==> src/bis_pkg.sv <==
`timescale 1ns / 1ps

package bis_pkg;

    localparam int unsigned DEF_MAX_WIDTH  = 256;
    localparam int unsigned DEF_MAX_HEIGHT = 256;

    localparam int unsigned DIM_W      = 13;
    localparam int unsigned CFG_ADDR_W = 3;
    localparam int unsigned CFG_DATA_W = 16;
    localparam int unsigned CMDQ_DEPTH = 4;
    localparam int unsigned RES_DEPTH  = 4;
    localparam int unsigned PEND_W     = 3;

    localparam logic [15:0] RST_SCALE  = 16'd256;
    localparam logic [8:0]  RST_DIM    = 9'd256;
    localparam logic [7:0]  WEIGHT_ONE = 8'hFF;

    typedef enum logic [CFG_ADDR_W-1:0] {
        REG_SCALE_X    = 3'd0,
        REG_SCALE_Y    = 3'd1,
        REG_IN_WIDTH   = 3'd2,
        REG_IN_HEIGHT  = 3'd3,
        REG_OUT_WIDTH  = 3'd4,
        REG_OUT_HEIGHT = 3'd5
    } cfg_reg_t;

    typedef enum logic [1:0] {
        CMD_LOAD   = 2'd0,
        CMD_SAMPLE = 2'd1,
        CMD_FLAG   = 2'd2
    } cmd_kind_t;

    typedef enum logic {
        BK_FIRST  = 1'b0,
        BK_SECOND = 1'b1
    } back_state_t;

    typedef struct packed {
        logic [15:0] scale_x;
        logic [15:0] scale_y;
        logic [8:0]  in_width;
        logic [8:0]  in_height;
        logic [8:0]  out_width;
        logic [8:0]  out_height;
    } cfg_t;

    typedef struct packed {
        cmd_kind_t   kind;
        logic [7:0]  fx;
        logic [7:0]  fy;
        logic [7:0]  pixel;
    } cmd_info_t;

    typedef struct packed {
        logic        out_of_range;
        logic [7:0]  pixel_out;
    } res_t;

endpackage

==> src/bis_front.sv <==
`timescale 1ns / 1ps

module bis_front #(
    parameter  int unsigned MAX_WIDTH  = bis_pkg::DEF_MAX_WIDTH,
    parameter  int unsigned MAX_HEIGHT = bis_pkg::DEF_MAX_HEIGHT,
    localparam int unsigned AW         = $clog2(MAX_WIDTH * MAX_HEIGHT)
) (
    input  logic                  clk,
    input  logic                  rst_n,
    input  bis_pkg::cfg_t         cfg,
    input  logic                  in_valid,
    output logic                  in_ready,
    input  logic                  mode,
    input  logic [7:0]            src_row,
    input  logic [7:0]            src_col,
    input  logic [7:0]            src_pixel,
    input  logic [7:0]            out_row,
    input  logic [7:0]            out_col,
    output logic                  cmd_valid,
    input  logic                  cmd_ready,
    output bis_pkg::cmd_info_t    cmd_info,
    output logic [3:0][AW-1:0]    cmd_addr
);

    localparam int unsigned CW = $clog2(MAX_WIDTH);
    localparam int unsigned RW = $clog2(MAX_HEIGHT);
    localparam int unsigned DW = bis_pkg::DIM_W;

    // stage 1: products
    logic        s1_valid_reg, s1_valid_next;
    logic        s1_load_reg;
    logic        s1_pos_oor_reg;
    logic [23:0] s1_x_reg;
    logic [23:0] s1_y_reg;
    logic [7:0]  s1_row_reg;
    logic [7:0]  s1_col_reg;
    logic [7:0]  s1_pixel_reg;

    // stage 2: neighbour coordinates
    logic                s2_valid_reg, s2_valid_next;
    bis_pkg::cmd_kind_t  s2_kind_reg, s2_kind_next;
    logic [RW-1:0]       s2_row0_reg, s2_row0_next;
    logic [RW-1:0]       s2_row1_reg, s2_row1_next;
    logic [CW-1:0]       s2_col0_reg, s2_col0_next;
    logic [CW-1:0]       s2_col1_reg, s2_col1_next;
    logic [7:0]          s2_fx_reg;
    logic [7:0]          s2_fy_reg;
    logic [7:0]          s2_pixel_reg;

    logic              accept;
    logic              in_store;
    logic              s1_move;
    logic              s2_move;
    logic [DW-1:0]     w_eff;
    logic [DW-1:0]     h_eff;
    logic [15:0]       nx;
    logic [15:0]       ny;
    logic [16:0]       nx_inc;
    logic [16:0]       ny_inc;
    logic [16:0]       nx1;
    logic [16:0]       ny1;
    logic              map_oor;

    function automatic logic [AW-1:0] store_addr(input logic [RW-1:0] row,
                                                 input logic [CW-1:0] col);
        store_addr = AW'(AW'(row) * AW'(MAX_WIDTH) + AW'(col));
    endfunction

    assign s2_move  = !s2_valid_reg || cmd_ready;
    assign s1_move  = !s1_valid_reg || s2_move;
    assign in_ready = s1_move;
    assign accept   = in_valid && in_ready;

    assign in_store = (DW'(src_row) < DW'(MAX_HEIGHT)) && (DW'(src_col) < DW'(MAX_WIDTH));

    always_comb
    begin
        s1_valid_next = s1_valid_reg;
        if (s1_move)
        begin
            s1_valid_next = accept && (mode || in_store);
        end
    end

    always_ff @(posedge clk)
    begin
        if (accept)
        begin
            s1_load_reg    <= !mode;
            s1_pos_oor_reg <= ({1'b0, out_col} >= cfg.out_width) ||
                              ({1'b0, out_row} >= cfg.out_height);
            s1_x_reg       <= 24'(out_col) * 24'(cfg.scale_x);
            s1_y_reg       <= 24'(out_row) * 24'(cfg.scale_y);
            s1_row_reg     <= src_row;
            s1_col_reg     <= src_col;
            s1_pixel_reg   <= src_pixel;
        end
    end

    // source size clipped to the store
    assign w_eff = (DW'(cfg.in_width) < DW'(MAX_WIDTH)) ? DW'(cfg.in_width) : DW'(MAX_WIDTH);
    assign h_eff = (DW'(cfg.in_height) < DW'(MAX_HEIGHT)) ? DW'(cfg.in_height)
                                                          : DW'(MAX_HEIGHT);

    assign nx      = s1_x_reg[23:8];
    assign ny      = s1_y_reg[23:8];
    assign nx_inc  = 17'(nx) + 17'd1;
    assign ny_inc  = 17'(ny) + 17'd1;
    assign nx1     = (nx_inc < 17'(w_eff)) ? nx_inc : 17'(w_eff) - 17'd1;
    assign ny1     = (ny_inc < 17'(h_eff)) ? ny_inc : 17'(h_eff) - 17'd1;
    assign map_oor = (nx >= 16'(w_eff)) || (ny >= 16'(h_eff));

    always_comb
    begin
        s2_valid_next = s2_valid_reg;
        if (s2_move)
        begin
            s2_valid_next = s1_valid_reg;
        end
        if (s1_load_reg)
        begin
            s2_kind_next = bis_pkg::CMD_LOAD;
            s2_row0_next = RW'(s1_row_reg);
            s2_col0_next = CW'(s1_col_reg);
        end
        else
        begin
            s2_kind_next = (s1_pos_oor_reg || map_oor) ? bis_pkg::CMD_FLAG : bis_pkg::CMD_SAMPLE;
            s2_row0_next = RW'(ny);
            s2_col0_next = CW'(nx);
        end
        s2_row1_next = RW'(ny1);
        s2_col1_next = CW'(nx1);
    end

    always_ff @(posedge clk or negedge rst_n)
    begin
        if (!rst_n)
        begin
            s1_valid_reg <= 1'b0;
            s2_valid_reg <= 1'b0;
        end
        else
        begin
            s1_valid_reg <= s1_valid_next;
            s2_valid_reg <= s2_valid_next;
        end
    end

    always_ff @(posedge clk)
    begin
        if (s2_move && s1_valid_reg)
        begin
            s2_kind_reg  <= s2_kind_next;
            s2_row0_reg  <= s2_row0_next;
            s2_row1_reg  <= s2_row1_next;
            s2_col0_reg  <= s2_col0_next;
            s2_col1_reg  <= s2_col1_next;
            s2_fx_reg    <= s1_x_reg[7:0];
            s2_fy_reg    <= s1_y_reg[7:0];
            s2_pixel_reg <= s1_pixel_reg;
        end
    end

    assign cmd_valid      = s2_valid_reg;
    assign cmd_info.kind  = s2_kind_reg;
    assign cmd_info.fx    = s2_fx_reg;
    assign cmd_info.fy    = s2_fy_reg;
    assign cmd_info.pixel = s2_pixel_reg;
    assign cmd_addr[0]    = store_addr(s2_row0_reg, s2_col0_reg);
    assign cmd_addr[1]    = store_addr(s2_row0_reg, s2_col1_reg);
    assign cmd_addr[2]    = store_addr(s2_row1_reg, s2_col0_reg);
    assign cmd_addr[3]    = store_addr(s2_row1_reg, s2_col1_reg);

endmodule

==> config.mk <==
export PLATFORM = sky130hd
export DESIGN_NAME = bis_front
export DESIGN_NICKNAME = d
export VERILOG_FILES = /design/src/bis_pkg.sv /design/src/bis_front.sv
export SDC_FILE = /design/constraint.sdc
export NUM_CORES = 1
export LEC_CHECK = 0
export BUFFER_PORTS_ARGS = -buffer_cell sky130_fd_sc_hd__buf_4
export CORE_MARGIN = 2
export CORE_UTILIZATION = 29
export CTS_BUF_LIST = sky130_fd_sc_hd__clkbuf_4
export DETAILED_ROUTE_END_ITERATION = 6
export PLACE_DENSITY = 0.54
export SLEW_MARGIN = 20
export SYNTH_ARGS = -nofsm -noshare
export SYNTH_HDL_FRONTEND = slang
export SYNTH_SLANG_ARGS = --single-unit
==> constraint.sdc <==
create_clock -name clk -period 7.6 [get_ports clk]
set_clock_uncertainty 0.2 [all_clocks]
set_input_delay 0.76 -clock clk [delete_from_list [all_inputs] [get_ports clk]]
set_output_delay 0.76 -clock clk [all_outputs]
set_load 0.1 [all_outputs]
Yosys cells after proc, flatten, opt, wreduce, memory -nomap -nowiden --
Cells that the tools add are included.
Cells by class: add/sub/neg operators 8, multipliers 2, div/mod/pow operators 0, order comparisons 8, equal/unequal tests 0, shift-type cells 0, muxes and demuxes 7, bitwise logic cells 0, reductions and logical operators 10
Operators with widths (number):
- 16-bit by 8-bit adder with 16-bit output | 4
- 8-bit by 16-bit multiplier with 24-bit output | 2
- 16-bit by 1-bit adder with 17-bit output, second input constant | 2
- 17-bit by 9-bit < comparator with 1-bit output | 2
- 16-bit by 9-bit >= comparator with 1-bit output | 2
- 8-bit 2-to-1 mux | 4
- 8-bit by 9-bit >= comparator with 1-bit output | 2
- 9-bit < comparator, second input constant | 2
- 9-bit 2-to-1 mux | 2
- 8-bit by 1-bit subtractor with 8-bit output, second input constant | 2
- 1-bit logical OR | 5
- 1-bit logical NOT | 3
- 1-bit logical AND | 2
- 2-bit 2-to-1 mux | 1
Storage, ports and cells: register bits 134, latch bits 0, bits in writable memories 0, memory bits (read-only) 0, bits of input ports 113, output and inout port bits 92, word-level logic and storage cells 52, memories 0

Logic depth before layout (Yosys ltp) --
Gate-level depths: netlist of run 1.
depth in word-level cells 6, gate-level depth with buffers 19, gate-level depth less buffers 18

Worst setup path after synthesis of run 1 --
Ideal clock, no wire load.
path type input port to flip-flop, start input out_row[7], end register s1_y_reg[23] (data pin), setup time 266 ps, data arrival time 4960 ps, data required time 7134 ps, path slack 2174 ps, stages 17, path buffers 1, path through clkbuf_1 nand2_1 fa_1 fa_1 inv_1 fa_1 inv_1 fa_1 inv_1 ha_1 or4_1 o211ai_1 o211ai_1 a21oi_1 a211oi_1 nor4_1 a211oi_1
Between the ends: longest elaborated chain between the ends 1
Ends and longest elaborated chain:
- from (decl) | RTL line bis_front.sv:17 | input logic [7:0] out_row,
- 8-bit by 16-bit multiplier with 24-bit output | RTL line bis_front.sv:93 | s1_y_reg <= 24'(out_row) * 24'(cfg.scale_y);
- to (signal assigned) | RTL line bis_front.sv:93
- to (decl) | RTL line bis_front.sv:34 | logic [23:0] s1_y_reg;
No other way between the ends. A chain may end at the register's enable or synchronous reset.

Worst setup path after layout of run 1 --
start input out_col[7], end register s1_x_reg[23] (data pin)
Between the ends: longest elaborated chain between the ends 1
Ends and longest elaborated chain:
- from (decl) | RTL line bis_front.sv:18 | input logic [7:0] out_col,
- 8-bit by 16-bit multiplier with 24-bit output | RTL line bis_front.sv:92 | s1_x_reg <= 24'(out_col) * 24'(cfg.scale_x);
- to (signal assigned) | RTL line bis_front.sv:92
- to (decl) | RTL line bis_front.sv:33 | logic [23:0] s1_x_reg;
No other way between the ends.

==> results.cfg, run 1 <==
[synthesis]
ys.flop_type = edfxtp_1
synth-seq-cells = 134
synth-adder-area-share_pct = 35.3
synth_cell_types = 59
synthesis.nets = 1818
yosysSeqAreaShare_pct = 27.4
async_flop_share_pct = 1.49
synth_top_family_by_area = adder cells
yosys.area_share.simple_pct = 15.9
syn_avg_cell_area_um2 = 10.5
synth_xor_area_share_pct = 3.77
synth_warnings = 0
synth.mux.area_fraction_pct = 2.38
synth_compound_area_share_pct = 7.04
syn_inst = 1393
synth_edf_count = 132
netlist_area_um2 = 14600

[drt]
first_pass_iters = 6
vias_per_cell = 4.45
wirelength_um = 32700
vias = 10040
drt_iter0_markers = 385
wire_per_inst_um = 14.5
drc = 0
ant_nets = 0

[timing]
slew_viol_final = 0
hold_slack_ns = 0.147
period_needed_ns = 5.18
rsz0062_at_grt = no
period_share_pct = 68.1
fmax_mhz = 193
hold_viol = 0
worst_pin_slew_ns = 0.835
relSlewSlack_pct = 44.3
setup_viol = 0
tns_ns = 0

[global_routing]
grt_pass1_wl_um = 54200
gr-usage-all-layers_pct = 12.9
grt_max_degree = 50
grt_pass1_vias = 10423
antenna_found_initial = 3
grt.overflow.total = 0

[flow_run]
drv_cap = 0

[hold_path]
min-delay-path-class = in2reg

[status]
status = finished, final reports clean

[critical_path]
worstPathMaxFanout = 17
arrival_ns = 5.30
endpoint_kind = register
cp_data_required_time_ns = 7.72
start_kind = input pin
crit_type = in2reg

[clock_network]
cts_tree = built
h-tree-depth = 4
cts_resized = 0
clk_pin_slew_worst_paths_ns = 0.14
post-cts-setup-buffers = 0
cts_made_buffers = 17
root_buffer = clkbuf_4
worstSkewPairLatency_ns = 0.56
clock_sinks = 134
clock_path_buffers = 2

[placed_design]
dpl.hpwl_um = 27200
io_buffers = 204
gp_congestion = 0.807
dpl_cell_area_um2 = 16700

[layout]
final_util_pct = 34.1
layout-drive-gt1-share_pct = 17.5
fillerInstances = 5078
syn_to_final_growth_pct = 16.3
final_nets = 1992
final_area_um2 = 17000

[floorplan]
die_h_um = 229
core_area_um2 = 50000
row_count = 82
start_util_pct = 29.3
die_area_um2 = 52300
io_pins = 205
dieWidth_um = 229

[power]
p_leak_nw = 7.89
vdd_drop_max_v = 0.000127
power_density_nw_per_um2 = 293
p_total_mw = 4.98
-- critical path, cell delays in order --
cell,delay (ns)
buf_4,0.19
nand2_1,0.10
fa_1,0.51
fa_1,0.56
inv_1,0.06
fa_1,0.52
inv_1,0.05
fa_1,0.52
inv_1,0.04
ha_1,0.36
o21ai_0,0.20
o221ai_1,0.21
o31ai_1,0.37
and2_1,0.21
a31oi_1,0.15
a221oi_1,0.37
xnor2_1,0.10
-- cell usage after synthesis, types with 3 or more instances --
library cell | count | share of area [%]
nor3_1 | 6 | 0.21
nand4_1 | 7 | 0.30
a211oi_1 | 11 | 0.56
ha_1 | 144 | 12
o21ai_0 | 30 | 1.0
xor2_1 | 28 | 1.7
fa_1 | 168 | 23
nor4_1 | 5 | 0.21
a21o_1 | 24 | 1.2
a31o_2 | 3 | 0.18
edfxtp_1 | 132 | 27
nand4b_1 | 4 | 0.24
or3_1 | 3 | 0.13
buf_4 | 32 | 1.6
a31oi_1 | 5 | 0.21
and3_1 | 12 | 0.51
mux2i_1 | 4 | 0.27
nor2_1 | 20 | 0.51
a21oi_1 | 40 | 1.4
nor2b_1 | 9 | 0.38
nand3_1 | 20 | 0.68
clkbuf_1 | 18 | 0.46
and2_1 | 217 | 9.3
mux2_2 | 26 | 2.0
xnor2_1 | 35 | 2.1
inv_1 | 232 | 6.0
o21a_1 | 17 | 0.87
o211ai_1 | 9 | 0.46
nand2b_1 | 12 | 0.51
nand2_1 | 78 | 2.0
o22ai_1 | 5 | 0.21
-- logic make-up (layout without fill, tap and decap cells) --
kind of cell	after synthesis	count (layout)
compound gates	159	159
xor+xnor	63	63
fa+ha+maj	312	312
buf+inv	286	473
flops	134	134
mux	31	31
other cells	0	2
simple gates	408	408
-- layout make-up --
type	count	area [µm²]	share of cell area, %
multi-input combinational	973	9430	55.4
sequential	134	4010	23.6
timing repair buffer	207	1560	9.15
inverter	234	878	5.16
tap	672	841	4.94
clock inverter	15	168	0.985
clock buffer	17	128	0.750
antenna	2	5.00	0.0294
-- report_power, final --
part / internal (mW) / switching (mW)
combinational: 1.28 / 1.91
clock: 0.203 / 0.292
sequential: 1.12 / 0.171
total: 2.60 / 2.38
-- worst paths after layout --
check / start / end / slack, ns / depth (start not counted)
setup reg to reg: s1_x_reg[9] / s2_col1_reg[3] / 4.04 / 10
hold / removal: src_pixel[1] / s1_pixel_reg[1] / 0.15 / 1
min in group asynchronous: rst_n / cmd_valid / 0.30 / 2
setup / recovery: out_col[7] / s1_x_reg[23] / 2.42 / 17
max in group asynchronous: rst_n / s1_valid_reg / 6.82 / 2
hold reg to reg: s1_pixel_reg[3] / s2_pixel_reg[3] / 0.22 / 0
-- routing by layer --
metal / vias to the layer above / global-route usage (%) / part of all wire, %
li1: 4885 / - / -
met3: 20 / 1.65 / 2.9
met2: 163 / 21.5 / 47
met5: - / 0 / 0
met1: 4972 / 17.6 / 48
met4: 0 / 3.53 / 1.4
-- layout by cell type, fill, tap and decap left out, drive strengths merged, types with 4 or more instances in the layout --
cell type | Yosys | final
ha | 144 | 144
a211oi | 11 | 11
xor2 | 28 | 28
fa | 168 | 168
nor4 | 5 | 5
edfxtp | 132 | 132
buf | 34 | 206
o211ai | 9 | 9
mux2 | 27 | 27
nor2 | 20 | 20
nor3 | 6 | 6
a21oi | 40 | 40
inv | 232 | 238
and3 | 14 | 14
nand4 | 7 | 7
mux2i | 4 | 4
xnor2 | 35 | 35
nand2b | 12 | 12
nand4b | 5 | 5
and2 | 218 | 218
nand2 | 79 | 79
clkbuf | 18 | 17
o21ai | 30 | 30
clkinv | 2 | 8
a21o | 24 | 24
a31oi | 5 | 5
nor2b | 9 | 9
nand3 | 20 | 20
o22ai | 5 | 5
o21a | 17 | 17
-- stage by stage --
stage | std cells | setup slack [ns]
finish | 2254 | 2.42
global route | 2254 | 2.13
CTS | 2252 | 2.51
detailed placement | 2219 | 1.84
global placement | 2219 | 1.90
floorplan | 1393 | 2.17
-- repair_timing --
item | in CTS | in global routing
hold buffers | 1 | 0
hold endpoints to repair | 2 | 0
setup endpoints to repair | 0 | 0
No activity file was read; power rests on OpenSTA's default activity.
==> run 2: changes to the inputs <==
==> constraint.sdc (replaced) <==
create_clock -name clk -period 5.1 [get_ports clk]
set_clock_uncertainty 0.2 [all_clocks]
set_input_delay 0.51 -clock clk [delete_from_list [all_inputs] [get_ports clk]]
set_output_delay 0.51 -clock clk [all_outputs]
set_load 0.1 [all_outputs]
==> run 2 against run 1 <==
Sequential power is 50% higher. Largest cell class unchanged. Largest power group unchanged. Global-route usage up 0.32 points. Routed wire length grew 1.9%. Setup slack worse by 2.1 ns. Worst hold slack lost 0.019 ns. Critical endpoint is now s1_y_reg[23]. First-iteration DRC count fell by 2.9%. Critical path depth increased by 2. Count of clock-buffer cells in the layout did not move.
==> results.cfg, run 2 (synthesized netlist as in run 1, its figures left out) <==
[status]
status = finished, final reports clean

[timing]
slew_viol_final = 0
period_share_pct = 93.3
setup_viol = 0
hold_viol = 0
fmax_mhz = 210
period_needed_ns = 4.76
worst_pin_slew_ns = 1.04
relSlewSlack_pct = 30.7
rsz0062_at_grt = no
finalWorstSetupSlack_ns = 0.343

[drt]
vias_per_cell = 4.38
drc = 0
drt_iter0_markers = 374
first_pass_iters = 5
wirelength_um = 33300
wire_per_inst_um = 14.0
vias = 10388
ant_nets = 0

[global_routing]
antenna_found_initial = 5
gr-usage-all-layers_pct = 13.2
grt_pass1_vias = 11150
grt_pass1_wl_um = 56200
grt.overflow.total = 0
grt_max_degree = 75

[critical_path]
arrival_ns = 4.90
crit_type = in2reg
worstPathMaxFanout = 7
cp_data_required_time_ns = 5.24
cp_cell_sequence = buf_4, buf_4, buf_4, and2_1, fa_1, fa_1, fa_1, inv_1, fa_1, inv_1, ha_1, a21oi_1, o22ai_1, o21ai_0, o211ai_1, a21oi_2, a211oi_2, nor4_1, a211oi_1
worst_path_most_repeated_cell = fa_1
cp_top_family = adder cells
reg2reg_slack_ns = 1.52
endpoint_kind = register
crit_buf_inv = 5
cp_slowest_stage_delay_ns = 0.54
rr_worst_depth = 10
start_kind = input pin
crit_cells = 19
worst_path_max_delay_cell = fa_1

[layout]
final_common_cell = buf_4
final_area_um2 = 18000
final_util_pct = 36.0
final_cells = 2373
final_nets = 2109
layout-drive-gt1-share_pct = 21.8
layout_common_cells = buf_4 (293), inv_1 (232), and2_1 (213), fa_1 (168), ha_1 (142)
syn_to_final_growth_pct = 23.0
fillerInstances = 5031

[floorplan]
io_pins = 205
row_count = 82
dieWidth_um = 229
die_area_um2 = 52300
die_h_um = 229
core_area_um2 = 50000
start_util_pct = 29.3

[clock_network]
clock_path_buffers = 2
h-tree-depth = 4
cts_resized = 0
cts_made_buffers = 17
cts_tree = built
worstSkewPairLatency_ns = 0.58
clk_pin_slew_worst_paths_ns = 0.12
clock_sinks = 134
post-cts-setup-buffers = 0
root_buffer = clkbuf_4

[placed_design]
dpl.hpwl_um = 27700
place_ws_ns = -0.258
dp_cells = 2306
io_buffers = 204
gp_congestion = 0.815
dpl_cell_area_um2 = 17400

[power]
switching_share_pct = 46.3
combinationalPowerShare_pct = 66.6
power_density_nw_per_um2 = 446
power_switching_mw = 3.71
p_total_mw = 8.02
vdd_drop_max_v = 0.000210
p_int_mw = 4.31
p_leak_nw = 8.45
p_clk_share_pct = 9.4
pwr-share-seq_pct = 24.0

[flow_run]
drv_cap = 0

[hold_path]
min_path_cells = 2
min-delay-path-class = in2reg
run 2: per-stage QoR:
step | hold WS [ns] | TNS, ns
6_report | 0.128 | 0
5_1_grt | 0.0761 | 0
4_1_cts | 0.0631 | 0
3_5_place_dp | 0.0926 | -1.59
3_3_place_gp | 0.0922 | -0.997
2_1_floorplan | 0.0144 | 0
run 2: final timing paths:
kind	from	endpoint
max	out_row[2]	s1_y_reg[23]
min	cfg[17]	s1_pos_oor_reg
max reg2reg	s1_x_reg[8]	s2_col1_reg[3]
min reg2reg	s1_y_reg[4]	s2_fy_reg[4]
max in group asynchronous	rst_n	cmd_valid
min in group asynchronous	rst_n	s1_valid_reg
run 2: area by class of cell:
type,instances,area (µm²),share of cell area [%]
antenna,4,10.0,0.0556
clock buffer,17,128,0.709
clock inverter,15,168,0.932
inverter,234,878,4.88
multi-input combinational,973,9450,52.5
sequential,134,4010,22.3
tap,672,841,4.67
timing repair buffer,324,2510,13.9
run 2: power by group through the flow:
stage	clock network [mW]	logic (mW)	registers [mW]
floorplan	0	3.43	2.28
global placement	0	5.31	1.96
detailed placement	0	5.37	1.96
CTS	0.793	5.43	1.94
global route	0.833	6.05	1.97
finish	0.751	5.34	1.93
run 2: repair_timing:
item                                    in CTS  in global routing
endpoints found under the setup margin       0                  0
endpoints found under the hold margin       30                  0
hold buffers                                31                  0
run 2: layer usage:
| metal | GRT usage, % | up-vias | part of all wire [%] |
|---|---|---|---|
| li1 | - | 5131 | - |
| met1 | 17.6 | 5086 | 48 |
| met2 | 22.5 | 150 | 48 |
| met3 | 1.81 | 21 | 2.6 |
| met4 | 3.59 | 0 | 1.4 |
| met5 | 0 | - | 0 |
